===== config.mk =====
export PLATFORM = sky130hd
export DESIGN_NAME = calendar_clock_counter_unit
export DESIGN_NICKNAME = d
export VERILOG_FILES = /design/src/ccc_pkg.sv /design/src/ccc_front.sv /design/src/ccc_queue.sv /design/src/ccc_back.sv /design/src/calendar_clock_counter_unit.sv
export SDC_FILE = /design/constraint.sdc
export NUM_CORES = 1
export LEC_CHECK = 0
export BUFFER_PORTS_ARGS = -buffer_cell sky130_fd_sc_hd__buf_2
export CAP_MARGIN = 20
export CORE_MARGIN = 5
export CORE_UTILIZATION = 60
export CTS_CLUSTER_DIAMETER = 40
export CTS_CLUSTER_SIZE = 12
export DETAILED_ROUTE_END_ITERATION = 10
export PLACE_DENSITY = 0.78
export SYNTH_ARGS = -nofsm -noshare
export SYNTH_HDL_FRONTEND = slang
export SYNTH_SLANG_ARGS = --single-unit

===== constraint.sdc =====
create_clock -name clk -period 18.7 [get_ports clk]
set_clock_uncertainty 0.15 [all_clocks]
set_input_delay 2.805 -clock clk [delete_from_list [all_inputs] [get_ports clk]]
set_output_delay 2.805 -clock clk [all_outputs]
set_load 0.05 [all_outputs]

===== src/ccc_pkg.sv =====
// Calendar clock counter: shared types, constants and calendar helper functions.
// Used by the front end, the queue and the back end; depends on nothing else.
`timescale 1ns / 1ps
`default_nettype none

package ccc_pkg;

  // request codes
  localparam logic REQ_TICK = 1'b0;
  localparam logic REQ_LOAD = 1'b1;

  localparam logic [15:0] TPS_RESET   = 16'd1000;
  localparam logic [13:0] YEAR_MAX    = 14'd9999;
  localparam logic [13:0] YEAR_RESET  = 14'd2000;
  localparam logic [3:0]  MONTH_FIRST = 4'd1;
  localparam logic [3:0]  MONTH_FEB   = 4'd2;
  localparam logic [3:0]  MONTH_MAR   = 4'd3;
  localparam logic [3:0]  MONTH_LAST  = 4'd12;
  localparam logic [4:0]  DAY_FIRST   = 5'd1;
  localparam logic [4:0]  DAY_DEC_END = 5'd31;
  localparam logic [4:0]  HOUR_LAST   = 5'd23;
  localparam logic [5:0]  MIN_LAST    = 6'd59;
  localparam logic [5:0]  SEC_LAST    = 6'd59;
  localparam logic [2:0]  WD_MONDAY   = 3'd1;
  localparam logic [2:0]  WD_SATURDAY = 3'd6;
  localparam logic [2:0]  WD_SUNDAY   = 3'd7;
  localparam logic [6:0]  MOD100_LAST = 7'd99;
  localparam logic [6:0]  CENTURY     = 7'd100;

  // floor(x / 100) = (x * 5243) >> 19, exact for any 14-bit x
  localparam logic [12:0] DIV100_MUL   = 13'd5243;
  localparam int          DIV100_SHIFT = 19;

  // one classified word as it travels from front end to back end
  typedef struct packed {
    logic        is_load;
    logic        err;
    logic [13:0] year;
    logic [3:0]  month;
    logic [4:0]  day;
    logic [4:0]  hour;
    logic [5:0]  minute;
    logic [5:0]  second;
    logic [2:0]  weekday;
    logic [6:0]  yr_mod100;
    logic [1:0]  yr_cent;   // (year / 100) mod 4
  } ccc_entry_t;

  // year % 4 == 0 and (year % 100 != 0 or year % 400 == 0)
  function automatic logic is_leap(input logic [1:0] yr_low, input logic [6:0] mod100,
                                   input logic [1:0] cent);
    is_leap = (yr_low == 2'd0) && ((mod100 != 7'd0) || (cent == 2'd0));
  endfunction

  // zero for a month code outside 1..12
  function automatic logic [4:0] month_days(input logic leap, input logic [3:0] month);
    unique case (month)
      4'd1, 4'd3, 4'd5, 4'd7, 4'd8, 4'd10, 4'd12: month_days = 5'd31;
      4'd4, 4'd6, 4'd9, 4'd11:                   month_days = 5'd30;
      MONTH_FEB:                                 month_days = leap ? 5'd29 : 5'd28;
      default:                                   month_days = 5'd0;
    endcase
  endfunction

  // month offsets of the Sakamoto weekday formula
  function automatic logic [2:0] sak_offset(input logic [3:0] month);
    unique case (month)
      4'd1:    sak_offset = 3'd0;
      4'd2:    sak_offset = 3'd3;
      4'd3:    sak_offset = 3'd2;
      4'd4:    sak_offset = 3'd5;
      4'd5:    sak_offset = 3'd0;
      4'd6:    sak_offset = 3'd3;
      4'd7:    sak_offset = 3'd5;
      4'd8:    sak_offset = 3'd1;
      4'd9:    sak_offset = 3'd4;
      4'd10:   sak_offset = 3'd6;
      4'd11:   sak_offset = 3'd2;
      4'd12:   sak_offset = 3'd4;
      default: sak_offset = 3'd0;
    endcase
  endfunction

  // sum mod 7 mapped to 1..7 (0 -> Sunday); 8 = 1 mod 7, so octal digits fold
  function automatic logic [2:0] weekday_fold(input logic [15:0] sum);
    logic [5:0] s1;
    logic [3:0] s2;
    logic [3:0] s3;
    s1 = 6'(sum[2:0]) + 6'(sum[5:3]) + 6'(sum[8:6]) + 6'(sum[11:9])
       + 6'(sum[14:12]) + 6'(sum[15]);
    s2 = 4'(s1[2:0]) + 4'(s1[5:3]);
    s3 = 4'(s2[2:0]) + 4'(s2[3]);
    weekday_fold = ((s3 == 4'd0) || (s3 == 4'd7)) ? WD_SUNDAY : s3[2:0];
  endfunction

endpackage

`default_nettype wire


===== src/ccc_front.sv =====
// Calendar clock counter front end: two-stage pipeline that accepts words, validates
// loads and derives leap data and weekday. Depends on ccc_pkg.
`timescale 1ns / 1ps
`default_nettype none

module ccc_front (
  input  wire logic               clk,
  input  wire logic               rst_n,
  input  wire logic               in_valid,
  output logic                    in_ready,
  input  wire logic               in_req_type,
  input  wire logic [13:0]        in_load_year,
  input  wire logic [3:0]         in_load_month,
  input  wire logic [4:0]         in_load_day,
  input  wire logic [4:0]         in_load_hour,
  input  wire logic [5:0]         in_load_minute,
  input  wire logic [5:0]         in_load_second,
  input  wire logic               q_full,
  output logic                    q_push,
  output ccc_pkg::ccc_entry_t     q_wdata
);

  // stage 1: captured word
  logic        f1_v_r;
  logic        f1_type_r;
  logic [13:0] f1_year_r;
  logic [3:0]  f1_month_r;
  logic [4:0]  f1_day_r;
  logic [4:0]  f1_hour_r;
  logic [5:0]  f1_minute_r;
  logic [5:0]  f1_second_r;

  // stage 2: quotients by 100
  logic        f2_v_r;
  logic        f2_type_r;
  logic [13:0] f2_year_r;
  logic [13:0] f2_ya_r;
  logic [7:0]  f2_q100y_r;
  logic [7:0]  f2_qa100_r;
  logic [3:0]  f2_month_r;
  logic [4:0]  f2_day_r;
  logic [4:0]  f2_hour_r;
  logic [5:0]  f2_minute_r;
  logic [5:0]  f2_second_r;

  logic        f1_free;
  logic        f2_free;
  logic [13:0] ya;
  logic [26:0] prod_y;
  logic [26:0] prod_ya;
  logic [13:0] r100;
  logic        leap;
  logic [4:0]  mdays;
  logic [15:0] wd_sum;
  logic        bad;

  assign f2_free  = !f2_v_r || !q_full;
  assign f1_free  = !f1_v_r || f2_free;
  assign in_ready = f1_free;

  // Sakamoto shifts Jan/Feb into the previous year
  assign ya      = (f1_month_r < ccc_pkg::MONTH_MAR) ? (f1_year_r - 14'd1) : f1_year_r;
  assign prod_y  = 27'(f1_year_r) * 27'(ccc_pkg::DIV100_MUL);
  assign prod_ya = 27'(ya) * 27'(ccc_pkg::DIV100_MUL);

  always_ff @(posedge clk) begin
    if (!rst_n) begin
      f1_v_r <= 1'b0;
      f2_v_r <= 1'b0;
    end else begin
      if (f1_free) begin
        f1_v_r <= in_valid;
      end
      if (f2_free) begin
        f2_v_r <= f1_v_r;
      end
    end
  end

  always_ff @(posedge clk) begin
    if (f1_free && in_valid) begin
      f1_type_r   <= in_req_type;
      f1_year_r   <= in_load_year;
      f1_month_r  <= in_load_month;
      f1_day_r    <= in_load_day;
      f1_hour_r   <= in_load_hour;
      f1_minute_r <= in_load_minute;
      f1_second_r <= in_load_second;
    end
    if (f2_free && f1_v_r) begin
      f2_type_r   <= f1_type_r;
      f2_year_r   <= f1_year_r;
      f2_ya_r     <= ya;
      f2_q100y_r  <= prod_y[ccc_pkg::DIV100_SHIFT +: 8];
      f2_qa100_r  <= prod_ya[ccc_pkg::DIV100_SHIFT +: 8];
      f2_month_r  <= f1_month_r;
      f2_day_r    <= f1_day_r;
      f2_hour_r   <= f1_hour_r;
      f2_minute_r <= f1_minute_r;
      f2_second_r <= f1_second_r;
    end
  end

  // stage 2 logic: range check and weekday
  assign r100  = f2_year_r - 14'(f2_q100y_r) * 14'(ccc_pkg::CENTURY);
  assign leap  = ccc_pkg::is_leap(f2_year_r[1:0], r100[6:0], f2_q100y_r[1:0]);
  assign mdays = ccc_pkg::month_days(leap, f2_month_r);

  assign bad = (f2_year_r == 14'd0) || (f2_year_r > ccc_pkg::YEAR_MAX) ||
               (f2_month_r < ccc_pkg::MONTH_FIRST) || (f2_month_r > ccc_pkg::MONTH_LAST) ||
               (f2_day_r < ccc_pkg::DAY_FIRST) || (f2_day_r > mdays) ||
               (f2_hour_r > ccc_pkg::HOUR_LAST) || (f2_minute_r > ccc_pkg::MIN_LAST) ||
               (f2_second_r > ccc_pkg::SEC_LAST);

  // y + y/4 - y/100 + y/400 + offset + d, with y/400 = (y/100)/4
  assign wd_sum = 16'(f2_ya_r) + 16'(f2_ya_r[13:2]) - 16'(f2_qa100_r)
                + 16'(f2_qa100_r[7:2]) + 16'(ccc_pkg::sak_offset(f2_month_r))
                + 16'(f2_day_r);

  assign q_push = f2_v_r && !q_full;

  always_comb begin
    q_wdata           = '0;
    q_wdata.is_load   = (f2_type_r == ccc_pkg::REQ_LOAD);
    q_wdata.err       = bad;
    q_wdata.year      = f2_year_r;
    q_wdata.month     = f2_month_r;
    q_wdata.day       = f2_day_r;
    q_wdata.hour      = f2_hour_r;
    q_wdata.minute    = f2_minute_r;
    q_wdata.second    = f2_second_r;
    q_wdata.weekday   = ccc_pkg::weekday_fold(wd_sum);
    q_wdata.yr_mod100 = r100[6:0];
    q_wdata.yr_cent   = f2_q100y_r[1:0];
  end

endmodule

`default_nettype wire


===== src/ccc_queue.sv =====
// Calendar clock counter queue: small register FIFO of classified words between
// the front end and the back end. Depends on ccc_pkg.
`timescale 1ns / 1ps
`default_nettype none

module ccc_queue #(
  parameter int DEPTH = 4
) (
  input  wire logic                 clk,
  input  wire logic                 rst_n,
  input  wire logic                 push,
  input  wire ccc_pkg::ccc_entry_t  wdata,
  input  wire logic                 pop,
  output ccc_pkg::ccc_entry_t       rdata,
  output logic                      full,
  output logic                      empty
);

  localparam int PTR_W = $clog2(DEPTH);
  localparam int CNT_W = $clog2(DEPTH + 1);

  ccc_pkg::ccc_entry_t mem_r [DEPTH];
  logic [PTR_W-1:0]    wr_ptr_r;
  logic [PTR_W-1:0]    rd_ptr_r;
  logic [CNT_W-1:0]    count_r;
  logic [CNT_W-1:0]    count_nxt;
  logic                push_ok;
  logic                pop_ok;

  assign full    = (count_r == CNT_W'(DEPTH));
  assign empty   = (count_r == '0);
  assign push_ok = push && !full;
  assign pop_ok  = pop && !empty;
  assign rdata   = mem_r[rd_ptr_r];

  always_comb begin
    unique case ({push_ok, pop_ok})
      2'b10:   count_nxt = count_r + 1'b1;
      2'b01:   count_nxt = count_r - 1'b1;
      default: count_nxt = count_r;
    endcase
  end

  always_ff @(posedge clk) begin
    if (!rst_n) begin
      wr_ptr_r <= '0;
      rd_ptr_r <= '0;
      count_r  <= '0;
    end else begin
      count_r <= count_nxt;
      if (push_ok) begin
        wr_ptr_r <= (wr_ptr_r == PTR_W'(DEPTH - 1)) ? '0 : wr_ptr_r + 1'b1;
      end
      if (pop_ok) begin
        rd_ptr_r <= (rd_ptr_r == PTR_W'(DEPTH - 1)) ? '0 : rd_ptr_r + 1'b1;
      end
    end
  end

  always_ff @(posedge clk) begin
    if (push_ok) begin
      mem_r[wr_ptr_r] <= wdata;
    end
  end

endmodule

`default_nettype wire


===== src/ccc_back.sv =====
// Calendar clock counter back end: holds the prescaler and calendar, applies one
// word per cycle when not stalled and registers the result word. Depends on ccc_pkg.
`timescale 1ns / 1ps
`default_nettype none

module ccc_back (
  input  wire logic                 clk,
  input  wire logic                 rst_n,
  input  wire logic                 cfg_wr_en,
  input  wire logic [15:0]          cfg_wr_data,
  input  wire logic                 q_empty,
  input  wire ccc_pkg::ccc_entry_t  q_rdata,
  output logic                      q_pop,
  output logic                      out_valid,
  input  wire logic                 out_ready,
  output logic [13:0]               out_year,
  output logic [3:0]                out_month,
  output logic [4:0]                out_day,
  output logic [4:0]                out_hour,
  output logic [5:0]                out_minute,
  output logic [5:0]                out_second,
  output logic [2:0]                out_weekday,
  output logic                      out_second_advanced,
  output logic                      out_load_error
);

  logic [15:0] tps_r;
  logic [15:0] tick_r,   tick_nxt;
  logic [13:0] year_r,   year_nxt;
  logic [3:0]  month_r,  month_nxt;
  logic [4:0]  day_r,    day_nxt;
  logic [4:0]  hour_r,   hour_nxt;
  logic [5:0]  min_r,    min_nxt;
  logic [5:0]  sec_r,    sec_nxt;
  logic [2:0]  wd_r,     wd_nxt;
  logic [6:0]  mod100_r, mod100_nxt;
  logic [1:0]  cent_r,   cent_nxt;
  logic        adv_nxt;
  logic        err_nxt;
  logic        out_v_r;

  logic [15:0] limit;
  logic [16:0] tick_inc;
  logic        at_last;
  logic        leap_cur;

  assign q_pop     = !q_empty && (!out_v_r || out_ready);
  assign out_valid = out_v_r;

  assign limit    = (tps_r == 16'd0) ? 16'd1 : tps_r;
  assign tick_inc = {1'b0, tick_r} + 17'd1;
  assign leap_cur = ccc_pkg::is_leap(year_r[1:0], mod100_r, cent_r);
  assign at_last  = (year_r == ccc_pkg::YEAR_MAX) && (month_r == ccc_pkg::MONTH_LAST) &&
                    (day_r == ccc_pkg::DAY_DEC_END) && (hour_r == ccc_pkg::HOUR_LAST) &&
                    (min_r == ccc_pkg::MIN_LAST) && (sec_r == ccc_pkg::SEC_LAST);

  always_comb begin
    tick_nxt   = tick_r;
    year_nxt   = year_r;
    month_nxt  = month_r;
    day_nxt    = day_r;
    hour_nxt   = hour_r;
    min_nxt    = min_r;
    sec_nxt    = sec_r;
    wd_nxt     = wd_r;
    mod100_nxt = mod100_r;
    cent_nxt   = cent_r;
    adv_nxt    = 1'b0;
    err_nxt    = 1'b0;
    if (!q_rdata.is_load) begin
      if (tick_inc >= {1'b0, limit}) begin
        tick_nxt = '0;
        // calendar holds at the very last second of year 9999
        if (!at_last) begin
          adv_nxt = 1'b1;
          if (sec_r < ccc_pkg::SEC_LAST) begin
            sec_nxt = sec_r + 6'd1;
          end else begin
            sec_nxt = '0;
            if (min_r < ccc_pkg::MIN_LAST) begin
              min_nxt = min_r + 6'd1;
            end else begin
              min_nxt = '0;
              if (hour_r < ccc_pkg::HOUR_LAST) begin
                hour_nxt = hour_r + 5'd1;
              end else begin
                hour_nxt = '0;
                wd_nxt   = (wd_r >= ccc_pkg::WD_SUNDAY) ? ccc_pkg::WD_MONDAY : wd_r + 3'd1;
                if (day_r < ccc_pkg::month_days(leap_cur, month_r)) begin
                  day_nxt = day_r + 5'd1;
                end else begin
                  day_nxt = ccc_pkg::DAY_FIRST;
                  if (month_r < ccc_pkg::MONTH_LAST) begin
                    month_nxt = month_r + 4'd1;
                  end else begin
                    month_nxt = ccc_pkg::MONTH_FIRST;
                    year_nxt  = year_r + 14'd1;
                    if (mod100_r == ccc_pkg::MOD100_LAST) begin
                      mod100_nxt = '0;
                      cent_nxt   = cent_r + 2'd1;
                    end else begin
                      mod100_nxt = mod100_r + 7'd1;
                    end
                  end
                end
              end
            end
          end
        end
      end else begin
        tick_nxt = tick_inc[15:0];
      end
    end else if (q_rdata.err) begin
      err_nxt = 1'b1;
    end else begin
      tick_nxt   = '0;
      year_nxt   = q_rdata.year;
      month_nxt  = q_rdata.month;
      day_nxt    = q_rdata.day;
      hour_nxt   = q_rdata.hour;
      min_nxt    = q_rdata.minute;
      sec_nxt    = q_rdata.second;
      wd_nxt     = q_rdata.weekday;
      mod100_nxt = q_rdata.yr_mod100;
      cent_nxt   = q_rdata.yr_cent;
    end
  end

  always_ff @(posedge clk) begin
    if (!rst_n) begin
      tps_r    <= ccc_pkg::TPS_RESET;
      tick_r   <= '0;
      year_r   <= ccc_pkg::YEAR_RESET;
      month_r  <= ccc_pkg::MONTH_FIRST;
      day_r    <= ccc_pkg::DAY_FIRST;
      hour_r   <= '0;
      min_r    <= '0;
      sec_r    <= '0;
      wd_r     <= ccc_pkg::WD_SATURDAY;
      mod100_r <= '0;   // 2000 mod 100
      cent_r   <= '0;   // 20 mod 4
      out_v_r  <= 1'b0;
    end else begin
      if (cfg_wr_en) begin
        tps_r <= cfg_wr_data;
      end
      if (q_pop) begin
        tick_r   <= tick_nxt;
        year_r   <= year_nxt;
        month_r  <= month_nxt;
        day_r    <= day_nxt;
        hour_r   <= hour_nxt;
        min_r    <= min_nxt;
        sec_r    <= sec_nxt;
        wd_r     <= wd_nxt;
        mod100_r <= mod100_nxt;
        cent_r   <= cent_nxt;
        out_v_r  <= 1'b1;
      end else if (out_ready) begin
        out_v_r <= 1'b0;
      end
    end
  end

  always_ff @(posedge clk) begin
    if (q_pop) begin
      out_year            <= year_nxt;
      out_month           <= month_nxt;
      out_day             <= day_nxt;
      out_hour            <= hour_nxt;
      out_minute          <= min_nxt;
      out_second          <= sec_nxt;
      out_weekday         <= wd_nxt;
      out_second_advanced <= adv_nxt;
      out_load_error      <= err_nxt;
    end
  end

endmodule

`default_nettype wire


===== src/calendar_clock_counter_unit.sv =====
// Calendar clock counter top level: front end, word queue and back end.
// Depends on ccc_pkg, ccc_front, ccc_queue and ccc_back.
//
// Gregorian calendar clock driven by tick and load words. Each accepted word yields
// one result word with the date and time after it. One word per cycle is sustained
// while the result port is not stalled. A word passes through registers in order:
// the accepting edge captures the word, then come a front-end stage that validates
// loads and computes the weekday, a queue write, and the back-end update, which
// applies one word per cycle when not stalled to the calendar state. The QUEUE_DEPTH-entry
// queue lets the front end keep accepting while the result port is stalled. Write
// ticks_per_second through cfg_wr_en/cfg_wr_data only while no words are in flight.
`timescale 1ns / 1ps
`default_nettype none

module calendar_clock_counter_unit #(
  parameter int QUEUE_DEPTH = 4   // 2 or more
) (
  input  wire logic        clk,
  input  wire logic        rst_n,
  input  wire logic        cfg_wr_en,
  input  wire logic [15:0] cfg_wr_data,
  input  wire logic        in_valid,
  output logic             in_ready,
  input  wire logic        in_req_type,
  input  wire logic [13:0] in_load_year,
  input  wire logic [3:0]  in_load_month,
  input  wire logic [4:0]  in_load_day,
  input  wire logic [4:0]  in_load_hour,
  input  wire logic [5:0]  in_load_minute,
  input  wire logic [5:0]  in_load_second,
  output logic             out_valid,
  input  wire logic        out_ready,
  output logic [13:0]      out_year,
  output logic [3:0]       out_month,
  output logic [4:0]       out_day,
  output logic [4:0]       out_hour,
  output logic [5:0]       out_minute,
  output logic [5:0]       out_second,
  output logic [2:0]       out_weekday,
  output logic             out_second_advanced,
  output logic             out_load_error
);

  ccc_pkg::ccc_entry_t q_wdata;
  ccc_pkg::ccc_entry_t q_rdata;
  logic                q_push;
  logic                q_pop;
  logic                q_full;
  logic                q_empty;

  ccc_front u_front (
    .clk            (clk),
    .rst_n          (rst_n),
    .in_valid       (in_valid),
    .in_ready       (in_ready),
    .in_req_type    (in_req_type),
    .in_load_year   (in_load_year),
    .in_load_month  (in_load_month),
    .in_load_day    (in_load_day),
    .in_load_hour   (in_load_hour),
    .in_load_minute (in_load_minute),
    .in_load_second (in_load_second),
    .q_full         (q_full),
    .q_push         (q_push),
    .q_wdata        (q_wdata)
  );

  ccc_queue #(
    .DEPTH (QUEUE_DEPTH)
  ) u_queue (
    .clk   (clk),
    .rst_n (rst_n),
    .push  (q_push),
    .wdata (q_wdata),
    .pop   (q_pop),
    .rdata (q_rdata),
    .full  (q_full),
    .empty (q_empty)
  );

  ccc_back u_back (
    .clk                 (clk),
    .rst_n               (rst_n),
    .cfg_wr_en           (cfg_wr_en),
    .cfg_wr_data         (cfg_wr_data),
    .q_empty             (q_empty),
    .q_rdata             (q_rdata),
    .q_pop               (q_pop),
    .out_valid           (out_valid),
    .out_ready           (out_ready),
    .out_year            (out_year),
    .out_month           (out_month),
    .out_day             (out_day),
    .out_hour            (out_hour),
    .out_minute          (out_minute),
    .out_second          (out_second),
    .out_weekday         (out_weekday),
    .out_second_advanced (out_second_advanced),
    .out_load_error      (out_load_error)
  );

endmodule

`default_nettype wire


==> flow_summary_export.csv <==
group,metric,value,unit
clocking,holdBufCountCts,0,
detailed_routing,drc_errors,0,
synthesis,synth_fp_nets,2895,
sta,max-slew-margin-rel,28.7,%
sta,grt_setup_unrepaired,"false",
sta,maxClockFrequency,118,MHz
worst_setup_path,critical_path_arrival,8.71,ns
run_status,outcome,"completed",
worst_setup_path,crit_buf_inv,5,
final_layout,areaGrowthSynthToFinish,12.2,%
clocking,ctsResizeCount,0,
place,detailed_place_hpwl,45.2,mm
sta,finalSetupTns,0,ns
worst_setup_path,ff2ff_setup_slack,10.21,ns
clocking,postCtsSetupBuffers,0,
final_layout,diodes,0,
floorplan,floorplan.io_pins,109,
place,gp_congestion,0.927,
synthesis,number_of_synthesized_register_bits,461,
sta,fin_crit,8.49,ns
sta,hold_violations,0,
worst_setup_path,maximum_fanout_count_along_the_critical_path,4,
detailed_routing,first_iter_violations,1862,
synthesis,async_reset_ff_share,0,%
synthesis,yosysSeqAreaShare,45.0,%
worst_setup_path,worst_r2r_startpoint,"u_front.f2_ya_r[2]",
worst_setup_path,cp.required,18.92,ns
synthesis,synth-warning-count,0,
worst_setup_path,crit_type,"flop to flop",
synthesis,syn_avg_cell_area,12.1,um2
final_layout,finish.net_count,3032,
floorplan,die-height,228,um
hold_path,start_point_of_the_worst_min_delay_path,"u_front.f1_second_r[3]",
global_route,grt_overflow,0,
hold_path,min-delay-path-class,"flop to flop",
detailed_routing,detail_route.first_pass.iterations,6,
floorplan,dieWidth,228,um
floorplan,core_area,0.0474,mm2
clocking,numCtsBuffers,66,
synthesis,count_of_unique_library_cells_instantiated_by_yosys,90,
sta,timing.final.setup_violations,0,
global_route,first_pass_grt_wire_length,105,mm
worst_setup_path,r2r_cells,32,
floorplan,placement_rows,80,
hold_path,whs_path_depth,0,
sta,tightestPinTransition,1.06,ns
clocking,cts_tree,"yes",
worst_setup_path,cp_top_family,"adder cells",
worst_setup_path,critical_path.endpoint_type,"flop",
synthesis,synth_top_flop_cell,"sky130_fd_sc_hd__edfxtp_1",
final_layout,final_layout_size_suffix_gt1_share,13.2,%
global_route,antenna_found_initial,0,
job,max_cap_viol_count,0,
detailed_routing,drt_wl_total,64.2,mm
sta,layout_worst_path_cycle_share,45.4,%
detailed_routing,route.antenna.remaining_nets,0,
worst_setup_path,timing.critical_path.slowest_cell_delay,0.54,ns
detailed_routing,detail_route.wl_per_cell,20.3,um
hold_path,hold_path_end,"u_front.f2_second_r[3]",
global_route,grtUsageTotal,24.9,%
worst_setup_path,startpoint_type,"flop",
synthesis,synthCells,2364,
floorplan,initial_utilization,60.2,%
sta,timing.final.max_slew_violations,0,
synthesis,synth_edf_count,362,
global_route,grt_start_max_net_pins,75,
synthesis,mappedNetlistArea,0.0285,mm2
worst_setup_path,rr_endpoint,"u_queue.mem_r[1][11]",
global_route,via_count_of_the_first_global_routing_pass,19800,
clocking,sinks_on_the_clock_net,461,
clocking,clock_latency,0.59,ns
worst_setup_path,cp_slowest_cell,"sky130_fd_sc_hd__fa_1",
clocking,worst_setup_hold_path_clk_slew,0.05,ns
floorplan,dieArea,0.0520,mm2
clocking,deepest_clock_path_buffer_count,3,
clocking,maximum_level_of_the_cts_h_tree,3,
detailed_routing,avgViaCountPerCell,6.03,
place,numPortBuffers,108,
detailed_routing,routed-via-count,19100,
clocking,root_buffer,"sky130_fd_sc_hd__clkbuf_16",
-- worst register-to-register path: cells and delay by family (launching register included) --
kind | cells | cell delay [ns]
fa+ha+maj | 14 | 5.01
compound gates | 8 | 1.59
simple gates | 3 | 0.41
flops | 1 | 0.40
xor+xnor | 2 | 0.39
buf+inv | 5 | 0.32
-- worst max-delay path by stage --
| stage | depth (start not counted) | endpoint | startpoint |
|---|---|---|---|
| 4_1_cts | 32 | u_queue.mem_r[1][11] | u_front.f2_ya_r[2] |
| 3_3_place_gp | 31 | u_queue.mem_r[0][11] | u_front.f2_ya_r[2] |
| 6_report | 32 | u_queue.mem_r[1][11] | u_front.f2_ya_r[2] |
| 2_1_floorplan | 32 | u_queue.mem_r[0][10] | u_front.f2_ya_r[2] |
| 3_5_place_dp | 32 | u_queue.mem_r[0][11] | u_front.f2_ya_r[2] |
| 5_1_grt | 32 | u_queue.mem_r[3][11] | u_front.f2_ya_r[0] |
-- per-layer routing --
metal	track usage [%]	routed length, um
met3	4.20	4300
met2	41.8	31600
met5	0	0
met1	33.5	26400
met4	8.15	1930
-- registers in the layout, indices dropped and copies added (netlist names), 6 cells and up, named ones only --
name                 count
u_back.min_r             6
u_front.f2_year_r       14
u_back.out_second        6
u_front.f1_minute_r      6
u_back.out_minute        6
u_front.f2_ya_r         14
u_back.tick_r           16
u_front.f2_minute_r      6
u_back.out_year         14
u_back.year_r           14
u_back.tps_r            16
u_queue.mem_r          208
u_front.f1_year_r       14
u_front.f2_second_r      6
u_back.mod100_r          7
u_front.f1_second_r      6
u_back.sec_r             6
u_front.f2_qa100_r       8
-- layout make-up --
| type | count | area [um2] |
|---|---|---|
| fill | 3355 | 15400 |
| multi-input combinational | 1517 | 14200 |
| sequential | 461 | 12900 |
| clock buffer | 81 | 1810 |
| inverter | 323 | 1210 |
| tap | 615 | 769 |
| timing repair buffer | 132 | 721 |
| clock inverter | 40 | 423 |
-- Yosys cell counts (5+ instances only) --
| library cell | number | share of area, % |
|---|---|---|
| sky130_fd_sc_hd__and4_1 | 5 | 0.15 |
| sky130_fd_sc_hd__buf_2 | 15 | 0.26 |
| sky130_fd_sc_hd__nand3_1 | 50 | 0.88 |
| sky130_fd_sc_hd__o21ai_0 | 63 | 1.1 |
| sky130_fd_sc_hd__o21ai_1 | 5 | 0.088 |
| sky130_fd_sc_hd__nor4_1 | 16 | 0.35 |
| sky130_fd_sc_hd__o21a_1 | 10 | 0.26 |
| sky130_fd_sc_hd__xnor2_1 | 57 | 1.7 |
| sky130_fd_sc_hd__a311oi_1 | 8 | 0.25 |
| sky130_fd_sc_hd__inv_1 | 322 | 4.2 |
| sky130_fd_sc_hd__nand2b_1 | 14 | 0.31 |
| sky130_fd_sc_hd__fa_1 | 150 | 11 |
| sky130_fd_sc_hd__a221oi_1 | 5 | 0.15 |
| sky130_fd_sc_hd__nor2b_1 | 15 | 0.33 |
| sky130_fd_sc_hd__a21o_1 | 21 | 0.55 |
| sky130_fd_sc_hd__o31ai_1 | 16 | 0.42 |
| sky130_fd_sc_hd__clkbuf_1 | 39 | 0.51 |
| sky130_fd_sc_hd__o31a_1 | 6 | 0.18 |
| sky130_fd_sc_hd__xor2_1 | 24 | 0.74 |
| sky130_fd_sc_hd__mux2i_1 | 26 | 0.91 |
| sky130_fd_sc_hd__a21oi_1 | 91 | 1.6 |
| sky130_fd_sc_hd__ha_1 | 319 | 14 |
| sky130_fd_sc_hd__and2_1 | 8 | 0.18 |
| sky130_fd_sc_hd__dfxtp_1 | 99 | 6.9 |
| sky130_fd_sc_hd__a22oi_1 | 15 | 0.39 |
| sky130_fd_sc_hd__o211ai_1 | 15 | 0.39 |
| sky130_fd_sc_hd__edfxtp_1 | 362 | 38 |
| sky130_fd_sc_hd__or3_1 | 8 | 0.18 |
| sky130_fd_sc_hd__buf_1 | 7 | 0.092 |
| sky130_fd_sc_hd__nand2_1 | 125 | 1.6 |
| sky130_fd_sc_hd__nor3_1 | 43 | 0.75 |
| sky130_fd_sc_hd__nand4_1 | 16 | 0.35 |
| sky130_fd_sc_hd__a41o_1 | 7 | 0.25 |
| sky130_fd_sc_hd__mux4_2 | 52 | 4.1 |
| sky130_fd_sc_hd__o22ai_1 | 5 | 0.11 |
| sky130_fd_sc_hd__a211oi_1 | 27 | 0.71 |
| sky130_fd_sc_hd__nor2_1 | 153 | 2.0 |
| sky130_fd_sc_hd__a31oi_1 | 21 | 0.46 |
| sky130_fd_sc_hd__o311a_1 | 5 | 0.18 |
| sky130_fd_sc_hd__and3_1 | 26 | 0.57 |
-- cells by family (layout without fill, tap and decap cells) --
group	Yosys count	count (layout)	share of synthesized area, %
AND/OR/NAND/NOR	503	503	8.42
adder cells (fa/ha/maj)	469	469	24.5
multiplexers	81	81	5.13
flip-flops	461	461	45.0
AO/OA/AOI/OAI	383	383	9.27
buffers and inverters	386	576	5.17
XOR/XNOR	81	81	2.49
-- per-stage QoR --
| stage | cell area, um2 | hold WS, ns | utilization [%] | worst slack [ns] | std cells |
|---|---|---|---|---|---|
| 5_1_grt | 32000 | 0.269 | 67.5 | 9.59 | 3169 |
| 6_report | 32000 | 0.265 | 67.5 | 10.21 | 3169 |
| 3_3_place_gp | 29800 | 0.252 | 62.8 | 10.47 | 3047 |
| 2_1_floorplan | 28500 | 0.250 | - | 10.78 | 2364 |
| 3_5_place_dp | 29800 | 0.255 | 62.8 | 10.18 | 3047 |
| 4_1_cts | 32000 | 0.267 | 67.5 | 10.16 | 3168 |
-- placed cells by master (no fill, tap or decap), types with 9 or more instances in the layout --
master / instances
sky130_fd_sc_hd__mux2i_1: 26
sky130_fd_sc_hd__o31ai_1: 16
sky130_fd_sc_hd__mux4_2: 52
sky130_fd_sc_hd__xnor2_1: 57
sky130_fd_sc_hd__clkinv_2: 9
sky130_fd_sc_hd__o21a_1: 10
sky130_fd_sc_hd__o21ai_0: 63
sky130_fd_sc_hd__nand4_1: 16
sky130_fd_sc_hd__xor2_1: 24
sky130_fd_sc_hd__nor2b_1: 15
sky130_fd_sc_hd__a21oi_1: 91
sky130_fd_sc_hd__buf_4: 24
sky130_fd_sc_hd__clkbuf_16: 69
sky130_fd_sc_hd__o211ai_1: 15
sky130_fd_sc_hd__buf_2: 108
sky130_fd_sc_hd__dfxtp_1: 97
sky130_fd_sc_hd__nand3_1: 50
sky130_fd_sc_hd__a21o_1: 21
sky130_fd_sc_hd__nor4_1: 16
sky130_fd_sc_hd__nand2b_1: 14
sky130_fd_sc_hd__a31oi_1: 21
sky130_fd_sc_hd__edfxtp_1: 362
sky130_fd_sc_hd__inv_1: 319
sky130_fd_sc_hd__a211oi_1: 27
sky130_fd_sc_hd__nand2_1: 125
sky130_fd_sc_hd__a22oi_1: 15
sky130_fd_sc_hd__inv_6: 11
sky130_fd_sc_hd__fa_1: 150
sky130_fd_sc_hd__and3_1: 22
sky130_fd_sc_hd__nor2_1: 153
sky130_fd_sc_hd__ha_1: 319
sky130_fd_sc_hd__nor3_1: 43
Power is left out: the tool's default activity adds up to more than one toggle a clock period on the data nets, which glitch-free logic cannot reach.
